[src/sv/normal_pattern_reachability_macros.svh]
// Assertion macros for the normal pattern reachability RTL.
// Depends on signals named clock and reset in the module that uses them.
`ifndef NORMAL_PATTERN_REACHABILITY_MACROS_SVH
`define NORMAL_PATTERN_REACHABILITY_MACROS_SVH
`ifndef NO_ASSERTIONS
// same-cycle implication, checked at every rising clock edge outside reset
`define NPR_ASSERT_IMPL(name, ante, cons) \
   name: assert property (@(posedge clock) disable iff (reset) (ante) |-> (cons)) \
      else $error("npr: same-cycle check failed");
// next-cycle implication
`define NPR_ASSERT_NEXT(name, ante, cons) \
   name: assert property (@(posedge clock) disable iff (reset) (ante) |=> (cons)) \
      else $error("npr: next-cycle check failed");
`else
`define NPR_ASSERT_IMPL(name, ante, cons)
`define NPR_ASSERT_NEXT(name, ante, cons)
`endif
`endif

[src/sv/npr_pkg.sv]
// Package for the normal pattern reachability block: sizes, codes, and the
// command and status structs between controller and datapath. No dependencies.
`default_nettype none
package npr_pkg;

   // table and bitset sizes
   localparam int MAX_ITEMS     = 64;
   localparam int MAX_POSITIONS = 1024;
   localparam int WORD_W        = 64;
   localparam int WORD_LOG2     = $clog2(WORD_W);
   localparam int NWORDS        = (MAX_POSITIONS + WORD_W - 1) / WORD_W;

   // field widths
   localparam int OPCODE_W    = 2;
   localparam int WIDTH_W     = 10;
   localparam int COUNT_W     = 8;
   localparam int QIDX_W      = 6;
   localparam int OUT_IDX_W   = 6;
   localparam int LEN_W       = 11;
   localparam int CSR_DATA_W  = 32;
   localparam int CSR_ADDR_W  = 3;

   // derived widths
   localparam int ITEM_IDX_W  = (MAX_ITEMS > 1) ? $clog2(MAX_ITEMS) : 1;
   localparam int ITEM_CNT_W  = $clog2(MAX_ITEMS + 1);
   localparam int QCMP_W      = (ITEM_CNT_W > QIDX_W) ? ITEM_CNT_W : QIDX_W;
   localparam int WORD_IDX_W  = (NWORDS > 1) ? $clog2(NWORDS) : 1;
   localparam int NW_W        = $clog2(NWORDS + 1);
   localparam int POS_W       = $clog2(MAX_POSITIONS);
   localparam int LEN_EFF_W   = $clog2(MAX_POSITIONS + 1);
   // doubling the item width
   localparam int SCALE_SHIFT = 1;
   localparam int SHIFT_W     = WIDTH_W + SCALE_SHIFT;
   localparam int EXT_A       = (LEN_W > LEN_EFF_W) ? LEN_W : LEN_EFF_W;
   localparam int EXT_W       = (EXT_A > SHIFT_W) ? EXT_A : SHIFT_W;

   // register index of pattern_length
   localparam logic REG_PATTERN_LENGTH = 1'b0;
   localparam logic [LEN_W-1:0] PATTERN_LENGTH_RESET = LEN_W'(MAX_POSITIONS);

   typedef enum logic [OPCODE_W-1:0] {
      OP_CLEAR = 2'd0,
      OP_LOAD  = 2'd1,
      OP_QUERY = 2'd2
   } opcode_type;

   typedef enum logic [2:0] {
      ST_IDLE,
      ST_FETCH,
      ST_SETUP,
      ST_SHIFT,
      ST_SEND,
      ST_ERROR
   } state_type;

   typedef struct packed {
      logic clear_table;
      logic load_item;
      logic start_query;
      logic fetch_item;
      logic setup_item;
      logic shift_copy;
      logic next_item;
      logic next_word;
      logic err_word;
   } cmd_type;

   typedef struct packed {
      logic query_ok;
      logic copies_done;
      logic item_last;
      logic word_last;
   } status_type;

endpackage
`default_nettype wire

[src/sv/npr_ctrl.sv]
// Controller state machine: decodes requests, sequences fetch, setup and
// shift-or copies per item, then streams result words. Depends on npr_pkg.
`default_nettype none
module npr_ctrl (
   input  wire logic                         clock,
   input  wire logic                         reset,
   input  wire logic                         req_valid,
   input  wire logic [npr_pkg::OPCODE_W-1:0] req_opcode,
   output logic                              req_stall,
   output logic                              rsp_valid,
   input  wire logic                         rsp_stall,
   output logic                              rsp_error,
   output logic                              rsp_last,
   input  wire npr_pkg::status_type          status,
   output npr_pkg::cmd_type                  cmd
);

   npr_pkg::state_type state_ff, state_in;

   always_ff @(posedge clock) begin
      if (reset) begin
         state_ff <= npr_pkg::ST_IDLE;
      end else begin
         state_ff <= state_in;
      end
   end

   // next state and commands
   always_comb begin
      state_in  = state_ff;
      cmd       = '0;
      req_stall = 1'b1;
      rsp_valid = 1'b0;
      rsp_error = 1'b0;
      rsp_last  = 1'b0;
      unique case (state_ff)
         npr_pkg::ST_IDLE: begin
            req_stall = 1'b0;
            if (req_valid) begin
               unique case (npr_pkg::opcode_type'(req_opcode))
                  npr_pkg::OP_CLEAR: begin
                     cmd.clear_table = 1'b1;
                  end
                  npr_pkg::OP_LOAD: begin
                     cmd.load_item = 1'b1;
                  end
                  npr_pkg::OP_QUERY: begin
                     cmd.start_query = 1'b1;
                     state_in = status.query_ok ? npr_pkg::ST_FETCH : npr_pkg::ST_ERROR;
                  end
                  default: begin
                  end
               endcase
            end
         end
         npr_pkg::ST_FETCH: begin
            cmd.fetch_item = 1'b1;
            state_in = npr_pkg::ST_SETUP;
         end
         npr_pkg::ST_SETUP: begin
            cmd.setup_item = 1'b1;
            state_in = npr_pkg::ST_SHIFT;
         end
         // one copy per cycle until the item is used up
         npr_pkg::ST_SHIFT: begin
            if (status.copies_done) begin
               if (status.item_last) begin
                  state_in = npr_pkg::ST_SEND;
               end else begin
                  cmd.next_item = 1'b1;
                  state_in = npr_pkg::ST_FETCH;
               end
            end else begin
               cmd.shift_copy = 1'b1;
            end
         end
         // one word per transfer
         npr_pkg::ST_SEND: begin
            rsp_valid = 1'b1;
            rsp_last  = status.word_last;
            if (!rsp_stall) begin
               if (status.word_last) begin
                  state_in = npr_pkg::ST_IDLE;
               end else begin
                  cmd.next_word = 1'b1;
               end
            end
         end
         npr_pkg::ST_ERROR: begin
            rsp_valid    = 1'b1;
            rsp_error    = 1'b1;
            rsp_last     = 1'b1;
            cmd.err_word = 1'b1;
            if (!rsp_stall) begin
               state_in = npr_pkg::ST_IDLE;
            end
         end
         default: begin
            state_in = npr_pkg::ST_IDLE;
         end
      endcase
   end

endmodule
`default_nettype wire

[config.mk]
export PLATFORM = sky130hd
export DESIGN_NAME = npr_ctrl
export DESIGN_NICKNAME = d
export VERILOG_FILES = /design/src/sv/normal_pattern_reachability_macros.svh /design/src/sv/npr_pkg.sv /design/src/sv/npr_ctrl.sv
export SDC_FILE = /design/constraint.sdc
export NUM_CORES = 1
export LEC_CHECK = 0
export BUFFER_PORTS_ARGS = -buffer_cell sky130_fd_sc_hd__buf_2
export CAP_MARGIN = 30
export CORE_AREA = 2 2 39 41
export CTS_BUF_LIST = sky130_fd_sc_hd__clkbuf_4 sky130_fd_sc_hd__clkbuf_8 sky130_fd_sc_hd__clkbuf_16
export CTS_CLUSTER_SIZE = 40
export DETAILED_ROUTE_END_ITERATION = 8
export DIE_AREA = 0 0 41 43
export GPL_ROUTABILITY_DRIVEN = 0
export HOLD_SLACK_MARGIN = 0.06
export PLACE_DENSITY = 0.52
export SETUP_SLACK_MARGIN = 0.02
export SLEW_MARGIN = 40
export SYNTH_ARGS = -nofsm -noshare
export SYNTH_HDL_FRONTEND = slang
export SYNTH_SLANG_ARGS = --single-unit
[constraint.sdc]
create_clock -name clock -period 3.5 [get_ports clock]
set_input_delay 0.7 -clock clock [delete_from_list [all_inputs] [get_ports clock]]
set_output_delay 0.7 -clock clock [all_outputs]
set_load 0.02 [all_outputs]
==> out/metrics.sh <==
VIAS=348
MIN_DELAY_PATH_DEPTH=2
ROUTEDWLPERCELL_UM=10.6
TIMING.SETUP.CRITICAL_PATH_CLASS='flop to output pin'
DRT_ITER0_MARKERS=7
NETLIST-CELL-TYPE-COUNT=23
CTS-ROOT-BUF='sky130_fd_sc_hd__clkbuf_4'
ENDPOINT_CLASS_OF_THE_CRITICAL_PATH='output pin'
POWER.SHARE.SWITCHING_PCT=47.3
LAYOUT-DRIVE-GT1-SHARE_PCT=51.7
GRT_USE_TOTAL_PCT=10.3
FINAL_CELL_COUNT_NO_FILL=74
HPWL_UM=618
CAP_VIOLATIONS=0
WORSTSETUPSTARTPOINTTYPE='flop'
POST_SYNTH.CELL_AREA_AVG_SQ_UM=8.10
CLOCK-SKEW-FINAL_NS=0.00167
GRT_MAX_DEGREE=11
PLACEMENT.IO_BUFFERS=22
ROUTE.ANTENNA.REMAINING_NETS=0
DIODES_INSERTED=0
MAPPEDNETLISTNETS=44
DIEAREA_SQ_UM=1760
TOTALNEGATIVESETUPSLACK_NS=0
SYNTH_MUX_AREA_SHARE_PCT=0
MAPPEDNETLISTAREA_SQ_UM=275
VIAS_IN_THE_FIRST_GLOBAL_ROUTE=304
CTS-BUFFERS-INSERTED=3
WHS_ENDPOINT='state_ff[2]'
POST-ROUTE-MIN-PERIOD_NS=2.19
CRIT-REG2REG-CAPTURE='state_ff[2]'
POWER.IR.VDD_WORST_uV=355
REGISTERS.TOP_BY_FF_COUNT='state_ff'
TIMING.CRITICAL_PATH.ARRIVAL_NS=1.49
MAXSLEWVIOLCOUNT=0
OUTCOME='finished, final reports clean'
ACHIEVABLE-FREQUENCY_MHz=457
DPL-INSTANCE-AREA_SQ_UM=387
POWER-PER-CELL-AREA_nW_PER_UM2=803
SYNTH_XOR_AREA_SHARE_PCT=0
CLOCK_POWER_SHARE_PCT=20.2
TOP_REGS='state_ff: 3 flops'
DRT-PASS1-ITER-COUNT=6
POSTLAYOUTCELLAREA_SQ_UM=417
PATH_CLK_SLEW_NS=0.04
INTERNAL_POWER_W=0.000176
FINALNETCOUNT=69
GRT-OVFL-TOTAL=0
STD_CELL_ROWS=14
WORST_HOLD_SLACK_NS=0.681
LARGEST_REG_FLOPS=3
FINALSETUPVIOLATIONS=0
CTS-HTREE-LEVELS=1
TIMING.CRITICAL_PATH.FANOUT_MAX=10
FINISH.UTILIZATION_PCT=30.1
FLOORPLAN.IO_PINS=23
POST_SYNTH_INST_COUNT=34
TIMING.CRITICAL_PATH.REQUIRED_NS=2.80
FILLCELLCOUNT=164
POWER.SHARE.SEQUENTIAL_PCT=23.4
AREA_GROWTH_PCT=51.4
MAX_SLEW.WORST_PIN.SLEW_NS=0.324
TRITONCTS='built'
SYNTH_TOP_FAMILY_BY_AREA='simple AND/OR/NAND/NOR gates'
TIMING.FINAL.CRIT_SHARE_PCT=62.5
TRITONCTS_NUM_SINKS=3
FOOTPRINT_OF_THE_MULTI_INPUT_GATES_SQ_UM=185
CLK_PATH_BUF_DEPTH=2
HOLD_WC_PATH_TYPE='primary input to flop'
POST-CTS-SETUP-BUFFERS=0
DRT-VIAS-PER-INSTANCE=4.70
R2R_CELLS=3
YOSYS_REGISTER_BITS=3
START_UTIL_PCT=19.9
WORSTHOLDSTART='reset'
ANTENNA_FOUND_INITIAL=0
POSTCTSRESIZEDCELLS=0
SYNTH_COMPOUND_GATE_AREA_SHARE_PCT=21.4
YOSYSWARNINGS=0
YOSYSSEQAREASHARE_PCT=21.8
SYNTHADDERAREAFRAC_PCT=0
MAXSLEWHEADROOM_PCT=78.4
DRC_ERRORS=0
SYNTH_SIMPLE_GATE_AREA_SHARE_PCT=45.9
COMB_POWER_SHARE_PCT=56.4
GRT_PASS1_WL_UM=1230
CORE_SQ_UM=1380
TOTAL_LEAKAGE_POWER_nW=0.225
DIE-WIDTH_UM=41
POST-PLACE-CELLS=70
RSZ0062_AT_GRT='no'
CTS.HOLD.BUFFERS_ADDED=0
WL_UM=784
CLOCK_LATENCY_NS=0.23
P_SW_W=0.000158
AREA.SEQUENTIAL_SQ_UM=60.1
WORST_REG2REG_SETUP_SLACK_NS=2.28
BEGINNING_OF_THE_WORST_REGISTER_TO_REGISTER_PATH='state_ff[0]'
DIEHEIGHT_UM=43
HOLD_VIOLATION_COUNT_IN_THE_FINAL_REPORT=0
synthesized netlist by cell type:
| cell type | instances | area share, % |
|---|---|---|
| sky130_fd_sc_hd__a211o_1 | 1 | 3.2 |
| sky130_fd_sc_hd__a211oi_2 | 1 | 4.5 |
| sky130_fd_sc_hd__a21o_1 | 2 | 5.5 |
| sky130_fd_sc_hd__a221oi_1 | 1 | 3.2 |
| sky130_fd_sc_hd__and4b_1 | 1 | 3.6 |
| sky130_fd_sc_hd__and4bb_1 | 1 | 4.5 |
| sky130_fd_sc_hd__buf_4 | 1 | 2.7 |
| sky130_fd_sc_hd__buf_6 | 1 | 4.1 |
| sky130_fd_sc_hd__dfxtp_1 | 3 | 22 |
| sky130_fd_sc_hd__inv_1 | 1 | 1.4 |
| sky130_fd_sc_hd__inv_2 | 2 | 2.7 |
| sky130_fd_sc_hd__nand2b_1 | 2 | 4.5 |
| sky130_fd_sc_hd__nand3_1 | 1 | 1.8 |
| sky130_fd_sc_hd__nand3b_1 | 1 | 2.7 |
| sky130_fd_sc_hd__nor2_1 | 5 | 6.8 |
| sky130_fd_sc_hd__nor3_1 | 1 | 1.8 |
| sky130_fd_sc_hd__nor3_2 | 1 | 3.6 |
| sky130_fd_sc_hd__nor3b_1 | 2 | 5.5 |
| sky130_fd_sc_hd__nor4_1 | 1 | 2.3 |
| sky130_fd_sc_hd__nor4b_1 | 2 | 6.4 |
| sky130_fd_sc_hd__o21ai_0 | 1 | 1.8 |
| sky130_fd_sc_hd__o32ai_1 | 1 | 3.2 |
| sky130_fd_sc_hd__or3_1 | 1 | 2.3 |
routing by layer:
| metal | GRT usage, % | vias up | routed length (um) |
|---|---|---|---|
| met2 | 14.4 | 22 | 309 |
| met3 | 6.28 | 0 | 114 |
| met1 | 12.5 | 149 | 360 |
| met4 | 4.00 | 0 | 0 |
| li1 | - | 177 | - |
| met5 | 0 | - | 0 |
power by group through the flow:
stage | clock, W | sequential, W | combinational, W
2_1_floorplan | 0 | 0.0000611 | 0.000165
3_3_place_gp | 0 | 0.0000795 | 0.000190
3_5_place_dp | 0 | 0.0000789 | 0.000190
4_1_cts | 0.0000717 | 0.0000785 | 0.000191
5_1_grt | 0.0000749 | 0.0000833 | 0.000211
6_report | 0.0000677 | 0.0000783 | 0.000189
final cells by class:
cell class / instances / share of cell area [%]
multi-input combinational: 26 / 44.4
sequential: 3 / 14.4
clock buffer: 4 / 7.21
inverter: 3 / 2.70
tap: 16 / 4.80
timing repair buffer: 22 / 26.4
stage by stage:
step	power, W	worst slack (ns)
final	0.000335	1.31
after global routing	0.000369	1.16
after CTS	0.000341	1.29
after detailed placement	0.000269	1.37
after global placement	0.000270	1.39
after floorplan	0.000226	1.19
cells by family (layout without fill, tap and decap cells):
| family | after synthesis | after routing |
|---|---|---|
| AOI/OAI and AO/OA | 7 | 7 |
| and+or+nand+nor | 19 | 19 |
| buffers and inverters | 5 | 29 |
| DFF | 3 | 3 |
how the worst max path moves through the flow:
stage / start / to / cells after the start
2_1_floorplan: status[1] / cmd[2] / 2
6_report: state_ff[0] / cmd[8] / 4
3_3_place_gp: status[1] / cmd[2] / 4
4_1_cts: state_ff[0] / cmd[8] / 4
3_5_place_dp: status[1] / cmd[2] / 4
5_1_grt: state_ff[0] / cmd[8] / 4
cell usage in the layout, fill, tap and decap left out:
| cell type | n |
|---|---|
| sky130_fd_sc_hd__nand3b_1 | 1 |
| sky130_fd_sc_hd__nor3b_1 | 2 |
| sky130_fd_sc_hd__o32ai_1 | 1 |
| sky130_fd_sc_hd__clkbuf_4 | 4 |
| sky130_fd_sc_hd__and4b_1 | 1 |
| sky130_fd_sc_hd__nor4_1 | 1 |
| sky130_fd_sc_hd__and4bb_1 | 1 |
| sky130_fd_sc_hd__dfxtp_1 | 3 |
| sky130_fd_sc_hd__a211o_1 | 1 |
| sky130_fd_sc_hd__a21o_1 | 2 |
| sky130_fd_sc_hd__inv_1 | 1 |
| sky130_fd_sc_hd__inv_2 | 2 |
| sky130_fd_sc_hd__a221oi_1 | 1 |
| sky130_fd_sc_hd__nor3_2 | 1 |
| sky130_fd_sc_hd__buf_2 | 22 |
| sky130_fd_sc_hd__or3_1 | 1 |
| sky130_fd_sc_hd__nor2_1 | 5 |
| sky130_fd_sc_hd__o21ai_0 | 1 |
| sky130_fd_sc_hd__nor3_1 | 1 |
| sky130_fd_sc_hd__nand3_1 | 1 |
| sky130_fd_sc_hd__nor4b_1 | 2 |
| sky130_fd_sc_hd__a211oi_2 | 1 |
| sky130_fd_sc_hd__nand2b_1 | 2 |
worst max-delay path, cell delays in order (launching register included):
cell and delay [ns]:
sky130_fd_sc_hd__dfxtp_1 0.39, sky130_fd_sc_hd__nor3_2 0.32, sky130_fd_sc_hd__inv_2 0.07, sky130_fd_sc_hd__nor4b_1 0.25
sky130_fd_sc_hd__buf_2 0.22
(Power assumes the default switching activity.)
