<file path="config.mk">
export PLATFORM = sky130hd
export DESIGN_NAME = npr_csr
export DESIGN_NICKNAME = d
export VERILOG_FILES = /design/src/sv/normal_pattern_reachability_macros.svh /design/src/sv/npr_pkg.sv /design/src/sv/npr_csr.sv
export SDC_FILE = /design/constraint.sdc
export NUM_CORES = 1
export LEC_CHECK = 0
export BUFFER_PORTS_ARGS = -buffer_cell sky130_fd_sc_hd__buf_2
export CAP_MARGIN = 15
export CORE_ASPECT_RATIO = 1.2
export CORE_MARGIN = 4
export CORE_UTILIZATION = 37
export CTS_BUF_LIST = sky130_fd_sc_hd__clkbuf_8
export CTS_CLUSTER_DIAMETER = 200
export CTS_CLUSTER_SIZE = 8
export DETAILED_ROUTE_END_ITERATION = 6
export PLACE_DENSITY = 0.86
export SLEW_MARGIN = 10
export SYNTH_ARGS = -nofsm -noshare
export SYNTH_HDL_FRONTEND = slang
export SYNTH_SLANG_ARGS = --single-unit
</file>
<file path="constraint.sdc">
create_clock -name clock -period 1.2 [get_ports clock]
set_input_delay 0 -clock clock [delete_from_list [all_inputs] [get_ports clock]]
set_output_delay 0 -clock clock [all_outputs]
set_load 0.01 [all_outputs]
</file>
<file path="src/sv/normal_pattern_reachability_macros.svh">
// Assertion macros for the normal pattern reachability RTL.
// Depends on signals named clock and reset in the module that uses them.
`ifndef NORMAL_PATTERN_REACHABILITY_MACROS_SVH
`define NORMAL_PATTERN_REACHABILITY_MACROS_SVH
`ifndef NO_ASSERTIONS
// same-cycle implication, checked at every rising clock edge outside reset
`define NPR_ASSERT_IMPL(name, ante, cons) \
   name: assert property (@(posedge clock) disable iff (reset) (ante) |-> (cons)) \
      else $error("npr: same-cycle check failed");
// next-cycle implication
`define NPR_ASSERT_NEXT(name, ante, cons) \
   name: assert property (@(posedge clock) disable iff (reset) (ante) |=> (cons)) \
      else $error("npr: next-cycle check failed");
`else
`define NPR_ASSERT_IMPL(name, ante, cons)
`define NPR_ASSERT_NEXT(name, ante, cons)
`endif
`endif

</file>
<file path="src/sv/npr_pkg.sv">
// Package for the normal pattern reachability block: sizes, codes, and the
// command and status structs between controller and datapath. No dependencies.
`default_nettype none
package npr_pkg;

   // table and bitset sizes
   localparam int MAX_ITEMS     = 64;
   localparam int MAX_POSITIONS = 1024;
   localparam int WORD_W        = 64;
   localparam int WORD_LOG2     = $clog2(WORD_W);
   localparam int NWORDS        = (MAX_POSITIONS + WORD_W - 1) / WORD_W;

   // field widths
   localparam int OPCODE_W    = 2;
   localparam int WIDTH_W     = 10;
   localparam int COUNT_W     = 8;
   localparam int QIDX_W      = 6;
   localparam int OUT_IDX_W   = 6;
   localparam int LEN_W       = 11;
   localparam int CSR_DATA_W  = 32;
   localparam int CSR_ADDR_W  = 3;

   // derived widths
   localparam int ITEM_IDX_W  = (MAX_ITEMS > 1) ? $clog2(MAX_ITEMS) : 1;
   localparam int ITEM_CNT_W  = $clog2(MAX_ITEMS + 1);
   localparam int QCMP_W      = (ITEM_CNT_W > QIDX_W) ? ITEM_CNT_W : QIDX_W;
   localparam int WORD_IDX_W  = (NWORDS > 1) ? $clog2(NWORDS) : 1;
   localparam int NW_W        = $clog2(NWORDS + 1);
   localparam int POS_W       = $clog2(MAX_POSITIONS);
   localparam int LEN_EFF_W   = $clog2(MAX_POSITIONS + 1);
   // doubling the item width
   localparam int SCALE_SHIFT = 1;
   localparam int SHIFT_W     = WIDTH_W + SCALE_SHIFT;
   localparam int EXT_A       = (LEN_W > LEN_EFF_W) ? LEN_W : LEN_EFF_W;
   localparam int EXT_W       = (EXT_A > SHIFT_W) ? EXT_A : SHIFT_W;

   // register index of pattern_length
   localparam logic REG_PATTERN_LENGTH = 1'b0;
   localparam logic [LEN_W-1:0] PATTERN_LENGTH_RESET = LEN_W'(MAX_POSITIONS);

   typedef enum logic [OPCODE_W-1:0] {
      OP_CLEAR = 2'd0,
      OP_LOAD  = 2'd1,
      OP_QUERY = 2'd2
   } opcode_type;

   typedef enum logic [2:0] {
      ST_IDLE,
      ST_FETCH,
      ST_SETUP,
      ST_SHIFT,
      ST_SEND,
      ST_ERROR
   } state_type;

   typedef struct packed {
      logic clear_table;
      logic load_item;
      logic start_query;
      logic fetch_item;
      logic setup_item;
      logic shift_copy;
      logic next_item;
      logic next_word;
      logic err_word;
   } cmd_type;

   typedef struct packed {
      logic query_ok;
      logic copies_done;
      logic item_last;
      logic word_last;
   } status_type;

endpackage
`default_nettype wire

</file>
<file path="src/sv/npr_csr.sv">
// APB-style register port holding pattern_length.
// Depends on npr_pkg.
`default_nettype none
module npr_csr (
   input  wire logic                           clock,
   input  wire logic                           reset,
   input  wire logic                           csr_psel,
   input  wire logic                           csr_penable,
   input  wire logic                           csr_pwrite,
   input  wire logic [npr_pkg::CSR_ADDR_W-1:0] csr_paddr,
   input  wire logic [npr_pkg::CSR_DATA_W-1:0] csr_pwdata,
   output logic      [npr_pkg::CSR_DATA_W-1:0] csr_prdata,
   output logic                                csr_pready,
   output logic      [npr_pkg::LEN_W-1:0]      pattern_length
);

   logic [npr_pkg::LEN_W-1:0] pattern_length_ff, pattern_length_in;
   logic                      reg_hit;

   // decode the word address; byte offsets inside the word are ignored
   assign reg_hit = (csr_paddr[2] == npr_pkg::REG_PATTERN_LENGTH) && (csr_paddr[1:0] == 2'b00
                    || csr_paddr[1:0] != 2'b00);

   // take the write on the access cycle
   always_comb begin
      pattern_length_in = pattern_length_ff;
      if (csr_psel && csr_penable && csr_pwrite && csr_pready && reg_hit) begin
         pattern_length_in = csr_pwdata[npr_pkg::LEN_W-1:0];
      end
   end

   always_ff @(posedge clock) begin
      if (reset) begin
         pattern_length_ff <= npr_pkg::PATTERN_LENGTH_RESET;
      end else begin
         pattern_length_ff <= pattern_length_in;
      end
   end

   assign csr_pready     = 1'b1;
   assign csr_prdata     = reg_hit ? npr_pkg::CSR_DATA_W'(pattern_length_ff) : '0;
   assign pattern_length = pattern_length_ff;

endmodule
`default_nettype wire

</file>
==> metrics.txt, run 1 <==
fin crit period=approximately 0.86 ns; Pre-Repair DR Iteration Count=4; Final Cycle Share=0.7144; via/cell ratio=between 4 and 5; Hold Vio Cnt, Final=0; first-pass GRT wire length=~2300 um; RSZ-0062 raised after global routing=no; worst path required time=about 1.2 ns; flop-to-flop setup slack=0.60 ns; CP Capture Type=output port; IO Pins=84; dpl ws=0.2122 ns; max reg flops=11; WL met3=around 170 um; fin area=~900 um2; Antenna Cells=0; worst setup slack after layout=0.3428 ns; CP Class=reg -> out; initial DRC count=7; DIE AREA=between 2000 and 3000 um2; Worst Setup Start Kind=register; final setup vio count=0; Sw Ratio=0.2482; CTS tree=built; layout cell share with drive strength beyond 1=0.3500; clk sink count=11; Die Wd=~49 um; DP Area=between 800 and 900 um2; vias in the first global route=516; maximum root-to-sink buffer count=2; starting density of the core=0.3972; Die Height=about 57 um; f_max=around 1.2 GHz; routed wire length=~1500 um; pwr/cell area=~980 nW/um2; run status=complete, no violations; CP max-delay cell=dfxtp_1; Core Rows=17; total number of yosys warnings=0; gpl congestion=approximately 0.61; Logic pwr share=0.150; initial antenna violation count=0; P_sw=around 220 uW; met2 wire len=about 800 um; Num CTS Buffers=3; Metal-1 WL=541 um; max cap viols=0; Reg clk slew, reported paths=approximately 0.05 ns; Synth Instances=84; Layout area overhead=18.14%; Core Box Area=approximately 1900 um2; # DRC=0; top sig layer=met4; Worst EP arrival=0.86 ns; H-tree depth=1; Cell Chain, Critical Path=nor2b_1 -> buf_2; sequential element share of the synthesized area=0.2928; DR vias=about 570; Synth Register Bits=11; Pleak=approximately 0.47 nW; Peak VDD IR=approximately 0.00055 V; Syn Area/Cell=just under 9 um2; GRT overflow=0; Sequential Power Share=0.437; Layout Nets=around 160; Port Buffer Count=38; CP peak stage delay=0.34 ns; ANT nets after route=0; final setup TNS=0 ns; largest net degree at the start of global routing=23; Internal=approximately 650 uW; CP Max Fanout=3; global-route usage over all layers=0.1055; routed len/inst=between 10 and 15 um; Distinct cells, synth=12; Final Max Tran Viols=0; Final Skew=0 ns; Root Driver=clkbuf_8; post-CTS sizing=0; synthesized area=about 750 um2; Hold Crit Class=in -> reg; power share of the clock group=0.413; # hold bufs at CTS=0; post-CTS setup buffer count=0; clock latency at the later pin of the worst-skew pair=roughly 0.23 ns
-- area by class of cell --
type                    count  area [um2]
clock inverters             1       3.754
clock buffers               3       41.29
multi-input cells          67       409.1
fillers                   191        1005
flip-flops and latches     11       220.2
repair buffers             38       190.2
well taps                  19       23.77
-- path summary, 6_finish.rpt --
path / cells after the start / startpoint / endpoint
worst max-delay path: 2 / pattern_length[9] / csr_prdata[9]
worst min-delay path: 3 / csr_pwdata[10] / pattern_length[10]
worst max register to register: 2 / pattern_length[5] / pattern_length[5]
worst min register to register: 2 / pattern_length[8] / pattern_length[8]
-- stage by stage --
| step | power [mW] | hold WS, ns | util | std cells |
|---|---|---|---|---|
| 4_1_cts | 0.8773 | 0.01894 | 0.4693 | 139 |
| 5_1_grt | 0.9143 | 0.03138 | 0.4693 | 139 |
| 6_report | 0.8668 | 0.01996 | 0.4693 | 139 |
| 2_1_floorplan | 0.5273 | 0.1547 | - | 104 |
| 3_3_place_gp | 0.5124 | 0.2617 | 0.4455 | 135 |
| 3_5_place_dp | 0.5157 | 0.2690 | 0.4455 | 135 |
-- power groups by stage --
stage / clock network [mW] / registers (mW) / logic (mW)
after floorplan: 0 / 0.390 / 0.137
after global placement: 0 / 0.386 / 0.127
after detailed placement: 0 / 0.386 / 0.129
after CTS: 0.368 / 0.379 / 0.130
after global routing: 0.390 / 0.380 / 0.145
final: 0.358 / 0.379 / 0.130
-- cells in the mapped netlist (all sizes together) --
master,count,area (um2)
buf,24,190.2
nor2b,10,62.56
clkbuf,2,7.510
and2b,1,7.510
and4b,1,13.76
mux2i,11,110.1
nor2,2,7.510
nand2b,20,125.1
dfxtp,11,220.2
conb,2,7.510
-- worst max-delay path: cells and delay by family (launching register included) --
family / cells / cell delay [ns]
flops: 1 / 0.34
simple gates: 1 / 0.14
buf+inv: 1 / 0.14
-- routing by layer --
metal | up-vias | GRT usage
met3 | 2 | 0.03655
li1 | 289 | -
met2 | 32 | 0.1820
met1 | 249 | 0.1151
met5 | - | 0
met4 | 0 | 0.04878
-- cells in the final DEF (no fill, tap or decap) --
cell	n
dfxtp_1	11
nand2b_1	20
buf_2	38
nor2b_1	10
nor2_1	2
and4b_4	1
and2b_1	1
inv_1	1
mux2i_1	11
conb_1	22
clkbuf_8	3
-- kinds of logic (layout without fill, tap and decap cells) --
family	Yosys count	in the layout	share of synthesized area
other cells	2	22	0.009987
simple gates	34	34	0.2879
mux	11	11	0.1464
buf+inv	26	42	0.2629
flops	11	11	0.2928
(Power assumes the default switching activity.)
==> inputs of run 2 (changes only) <==
Settings changed: ABC_AREA from default to 1, CORE_UTILIZATION 37 to 34, PLACE_DENSITY 0.86 to 0.81.
Clock period 1.2 ns to 0.8 ns, I/O delays scaled along.
==> run 2 against run 1 <==
  * The flow now finishes with violations (setup timing)
  * Global-route usage decreased by 0.20 points
  * Final cell count increased by 40%
  * Die area increased by 6.4%
  * Sequential power increased by 56%
  * Critical path depth increased by 1
  * Clock-buffer cell count unchanged
  * Synthesized cell count increased by 44%
  * Sequential cell count unchanged
==> metrics.txt, run 2 <==
run status=finished, violations left (was complete, no violations); failing checks=setup timing; Core Box Area=2072 um2 (was 1893 um2); CTS tree=built (unchanged); Core Rows=18 (was 17); Die Wd=50.68 um (was 49.16 um); Synth Instances=121 (was 84); via/cell ratio=3.749 (was 4.115); Peak VDD IR=0.0008136 V (was 0.0005502 V); vias in the first global route=564 (was 516); hold path depth=5 (was 3); worst path required time=0.80 ns (was 1.20 ns); fin area=983.4 um2 (was 888.4 um2); Worst Setup Start Kind=register (unchanged); first-pass GRT wire length=2318 um (was 2346 um); initial DRC count=6 (was 7); DIE AREA=3001 um2 (was 2821 um2); initial antenna violation count=0 (unchanged); R2R cell count=3 (was 2); Num CTS Buffers=3 (unchanged); Final Max Tran Viols=0 (unchanged); Reg clk slew, reported paths=0.05 ns (about the same); Syn Area/Cell=6.142 um2 (was 8.952 um2); Layout area overhead=32.32% (was 18.14%); CP Max Fanout=3 (unchanged); CP max-delay cell=dfxtp_2 (was dfxtp_1); Reg area=234.0 um2 (was 220.2 um2); Core Util, Final=0.4746 (was 0.4693); GRT overflow=0 (unchanged); total number of yosys warnings=0 (unchanged); global-route usage over all layers=0.1035 (was 0.1055); CP Capture Type=output port (unchanged); fin crit period=between 0.8 and 0.9 ns; Port Buffer Count=38 (unchanged); synthesized area=743.2 um2 (was 752.0 um2); commonest non-fill, non-tap cells in the layout=38 x buf_2, 29 x nor2_1, 22 x conb_1 (was 38 x buf_2, 22 x conb_1, 20 x nand2b_1); Final Cycle Share=1.024; Synth Register Bits=11 (unchanged); DP Area=887.1 um2 (was 843.3 um2); Pre-Repair DR Iteration Count=4 (unchanged); f_max=1.221 GHz; Area contributors post-synth=dfxtp_1 30%, buf_4 23%, nor2_1 16%, inv_1 12%, nand3_1 7.4% (was dfxtp_1 29%, buf_4 22%, nand2b_1 17%, mux2i_1 15%, nor2b_1 8.3%); commonest non-fill, non-tap cell in the layout=buf_2 (unchanged); Antenna Cells=0 (unchanged); layout cell share with drive strength beyond 1=0.4606 (was 0.3500); asr flop ratio synth=0 (unchanged); routed wire length=1637 um (was 1510 um); Final Skew=0 ns (unchanged); pwr/cell area=1423 nW/um2 (was 975.8 nW/um2); sequential element share of the synthesized area=0.2963 (was 0.2928); max reg flops=11 (unchanged); Multi-input gate area=327.8 um2 (was 409.1 um2); final setup vio count=8 (was 0); DR vias=731 (was 572); Hold Vio Cnt, Final=0 (unchanged); Hold Crit Class=in -> reg (unchanged); most common cell in the netlist=nor2_1 (was buf_4); IO Pins=84 (unchanged); number of synthesized flops with an enable pin=0 (unchanged); Distinct cells, synth=13 (was 12); Filler cells=229 (was 191); H-tree depth=1 (unchanged); gpl congestion=0.7067 (was 0.6111); # DRC=0 (unchanged); total power=1.400 mW (was 866.8 uW); maximum root-to-sink buffer count=2 (unchanged); max cap viols=0 (unchanged); Die Height=59.22 um (was 57.39 um); CP peak stage delay=0.34 ns (about the same); HPWL after DPL=1276 um; post-synth top area share=0.2963 (was 0.2928); synth cell count leaders=31 x nor2_1, 23 x buf_4, 23 x inv_1 (was 22 x buf_4, 20 x nand2b_1, 11 x dfxtp_1, 11 x mux2i_1, 10 x nor2b_1); cell taking the most area after synthesis=dfxtp_1 (unchanged); clk sink count=11 (unchanged); Cell Chain, Critical Path=inv_2 -> nor2_2 -> buf_2 (was nor2b_1 -> buf_2); worst setup slack after layout=-0.01889 ns (was 0.3428 ns); routed len/inst=8.395 um (was 10.86 um); Worst EP arrival=0.82 ns (was 0.86 ns); ANT nets after route=0 (unchanged); CP Class=reg -> out (unchanged); Layout Nets=206 (was 161); Pleak=0.5977 nW (was 0.4655 nW); RSZ-0062 raised after global routing=yes (was no); Root Driver=clkbuf_8 (unchanged); flop-to-flop setup slack=0.11 ns (was 0.60 ns); clock latency at the later pin of the worst-skew pair=0.23 ns (about the same); Main synth FF type=dfxtp_1 (unchanged); starting density of the core=0.3587 (was 0.3972); largest net degree at the start of global routing=12 (was 23)
-- run 2: cell count changes after synthesis, moves of 10 or more --
cell	previous run	this run
nand3_1	0	11
nand2b_1	20	0
nor2_1	2	31
nor2b_1	10	0
inv_1	0	23
nand2_1	0	12
mux2i_1	11	0
-- run 2: worst max-delay path: cells and delay by family (launching register included) --
kind                   cells  cell delay [ns]
buffers and inverters      2             0.17
AND/OR/NAND/NOR            1             0.08
flip-flops                 1             0.34
-- run 2: cell type report --
cell class / instances / share of cell area
multi-input combinational: 80 / 0.3333
timing repair buffer: 45 / 0.2494
sequential: 11 / 0.2379
inverter: 25 / 0.09542
clock buffer: 3 / 0.04198
tap: 30 / 0.03817
clock inverter: 1 / 0.003817
-- run 2: what timing repair did --
item,CTS,global route
pin swaps,5,2
resized for setup,12,12
endpoints found under the hold margin,1,0
buffers inserted,0,3
hold buffers,1,0
setup endpoints to repair,11,11
-- run 2: report_power, final --
group / switching, mW / leakage (nW) / internal, mW
clock network: 0.205 / 0.0269 / 0.336
logic: 0.166 / 0.477 / 0.103
registers: 0.0168 / 0.0936 / 0.573
-- run 2: worst paths after layout --
path | startpoint | end
max reg2reg | pattern_length[9] | pattern_length[9]
min reg2reg | pattern_length[5] | pattern_length[5]
min | csr_pwdata[1] | pattern_length[1]
max | pattern_length[8] | csr_prdata[8]
-- run 2: through the flow --
stage	hold WS [ns]	setup TNS (ns)	setup WS [ns]	std cells
2_1_floorplan	0.04753	0	0.2050	141
3_3_place_gp	0.2178	0	0.006291	187
6_report	0.06951	-0.07633	-0.01889	195
3_5_place_dp	0.2154	-0.1499	-0.02829	187
5_1_grt	0.09792	-0.5550	-0.07031	195
4_1_cts	0.07039	-0.2392	-0.04277	192
-- run 2: routing by layer --
layer  vias to the layer above  global-route usage  wire length, um
met5                         -                   0                0
met4                         0             0.06538               27
met3                         4             0.03275              191
met2                        38              0.1828              836
met1                       299              0.1053              581
li1                        390                   -                -
-- run 2: cells by family (layout without fill, tap and decap cells) --
group,Yosys count,count (layout),synth area share
AND/OR/NAND/NOR,57,57,0.3165
buffers and inverters,50,74,0.3704
flip-flops,11,11,0.2963
other,2,22,0.01010
AO/OA/AOI/OAI,1,1,0.006728
==> inputs of run 3 (changes only) <==
Settings changed: RECOVER_POWER from default to 100.
==> run 3 against run 2 <==
  * The run still ends with setup timing left
  * Clock power hardly changed
  * Worst hold slack stayed put
  * Clock-buffer cell count stayed put
  * Highest routed layer unchanged
==> metrics.txt, run 3 (synthesized netlist as in run 2, its figures left out) <==
initial antenna violation count=0 (unchanged); CP Class=reg -> out (unchanged); worst setup slack after layout=-0.02736 ns (was -0.01889 ns); Peak VDD IR=0.0008145 V (was 0.0008136 V); via/cell ratio=3.744 (was 3.749); H-tree depth=1 (unchanged); Reg area=231.5 um2 (was 234.0 um2); GRT overflow=0 (unchanged); commonest non-fill, non-tap cells in the layout=31 x buf_2, 29 x nor2_1, 22 x conb_1 (was 38 x buf_2, 29 x nor2_1, 22 x conb_1); global-route usage over all layers=0.1035 (unchanged); Die Height=59.22 um (unchanged); Layout Nets=206 (unchanged); Layout area overhead=30.47% (was 32.32%); starting density of the core=0.3587 (unchanged); Final Skew=0 ns (unchanged); final setup vio count=10 (was 8); routed wire length=1642 um (was 1637 um); max reg flops=11 (unchanged); run status=finished, violations left (unchanged); DR vias=730 (was 731); Num CTS Buffers=3 (unchanged); Pleak=0.5678 nW (was 0.5977 nW); routed len/inst=8.421 um (was 8.395 um); DIE AREA=3001 um2 (unchanged); Reg clk slew, reported paths=0.05 ns (about the same); HPWL after DPL=1276 um (unchanged); Antenna Cells=0 (unchanged); IO Pins=84 (unchanged); layout cell share with drive strength beyond 1=0.3939 (was 0.4606); Final Max Tran Viols=0 (unchanged); f_max=1.209 GHz (was 1.221 GHz); Core Rows=18 (unchanged); Port Buffer Count=38 (unchanged); pwr/cell area=1438 nW/um2 (was 1423 nW/um2); # DRC=0 (unchanged); Root Driver=clkbuf_8 (unchanged); fin crit period=0.8274 ns (was 0.8189 ns); CTS tree=built (unchanged); largest net degree at the start of global routing=12 (unchanged); commonest non-fill, non-tap cell in the layout=buf_2 (unchanged); Pre-Repair DR Iteration Count=4 (unchanged); failing checks=setup timing (unchanged); CP Capture Type=output port (unchanged); final std cells w/o fill=195 (unchanged); Die Wd=50.68 um (unchanged); Hold Vio Cnt, Final=0 (unchanged); Multi-input gate area=325.3 um2 (was 327.8 um2); Hold Crit Class=in -> reg (unchanged); first-pass GRT wire length=2318 um (unchanged); Worst EP arrival=0.83 ns (was 0.82 ns); maximum root-to-sink buffer count=2 (unchanged); clock latency at the later pin of the worst-skew pair=0.23 ns (about the same); max cap viols=0 (unchanged); Final Cycle Share=1.034 (was 1.024); initial DRC count=6 (unchanged); CP Max Fanout=3 (unchanged); Post-Place Cells=187 (unchanged); Core Box Area=2072 um2 (unchanged); ANT nets after route=0 (unchanged); vias in the first global route=564 (unchanged); gpl congestion=0.7067 (unchanged); clk sink count=11 (unchanged); RSZ-0062 raised after global routing=yes (unchanged); dpl ws=-0.02829 ns (unchanged); Worst Setup Start Kind=register (unchanged); worst path required time=0.80 ns (about the same); Filler cells=235 (was 229); Core Util, Final=0.4680 (was 0.4746)
## run 3: cell count changes in the layout (fill, tap and decap cells not counted)
cell,delta
clkbuf_1,+7
nand2_2,-1
inv_1,+1
buf_2,-7
dfxtp_2,-2
inv_2,-1
nand2_1,+1
dfxtp_1,+2
## run 3: timing repair
action                     4_1_cts  5_1_grt
pin swaps                        5        2
hold buffers                     1        0
gates resized for setup         12       12
cloned                           0        0
setup endpoints to repair       11       11
setup buffers                    0        3
hold endpoints to repair         1        0
## run 3: power breakdown
group          switching [mW]  internal, mW  total (mW)
Combinational           0.165        0.0988       0.264
Sequential             0.0174         0.572       0.589
Clock                   0.205         0.336       0.541
## run 3: layout make-up
cell class,count,share of cell area
Clock buffer,3,0.04258
Clock inverter,1,0.003871
Inverter,25,0.09677
Multi-Input combinational cell,80,0.3355
Sequential cell,11,0.2387
Tap cell,30,0.03871
Timing Repair Buffer,45,0.2439
## run 3: per-layer routing
metal | up-vias | track usage | wire length [um]
li1 | 390 | - | -
met4 | 0 | 0.06538 | 27
met5 | - | 0 | 0
met3 | 4 | 0.03275 | 198
met2 | 38 | 0.1828 | 834
met1 | 298 | 0.1053 | 581
## run 3: path summary, 6_finish.rpt
path                      from                 to  slack (ns)  cells past startpoint
max          pattern_length[9]  pattern_length[9]       -0.03                      2
min              csr_pwdata[1]  pattern_length[1]        0.07                      5
max reg2reg  pattern_length[9]  pattern_length[9]        0.10                      3
min reg2reg  pattern_length[5]  pattern_length[5]        0.50                      2
## run 3: critical path: stages, from the launching register on
cell	delay, ns
dfxtp_1	0.36
buf_4	0.12
buf_2	0.11
## run 3: per-stage QoR
stage	power [mW]	area, um2	hold slack (ns)	setup TNS, ns
CTS	1.401	955.9	0.07039	-0.2392
global placement	0.8425	887.1	0.2178	0
finish	1.394	969.7	0.06951	-0.1458
floorplan	0.8285	818.3	0.04753	0
detailed placement	0.8461	887.1	0.2154	-0.1499
global route	1.462	969.7	0.09792	-0.6603
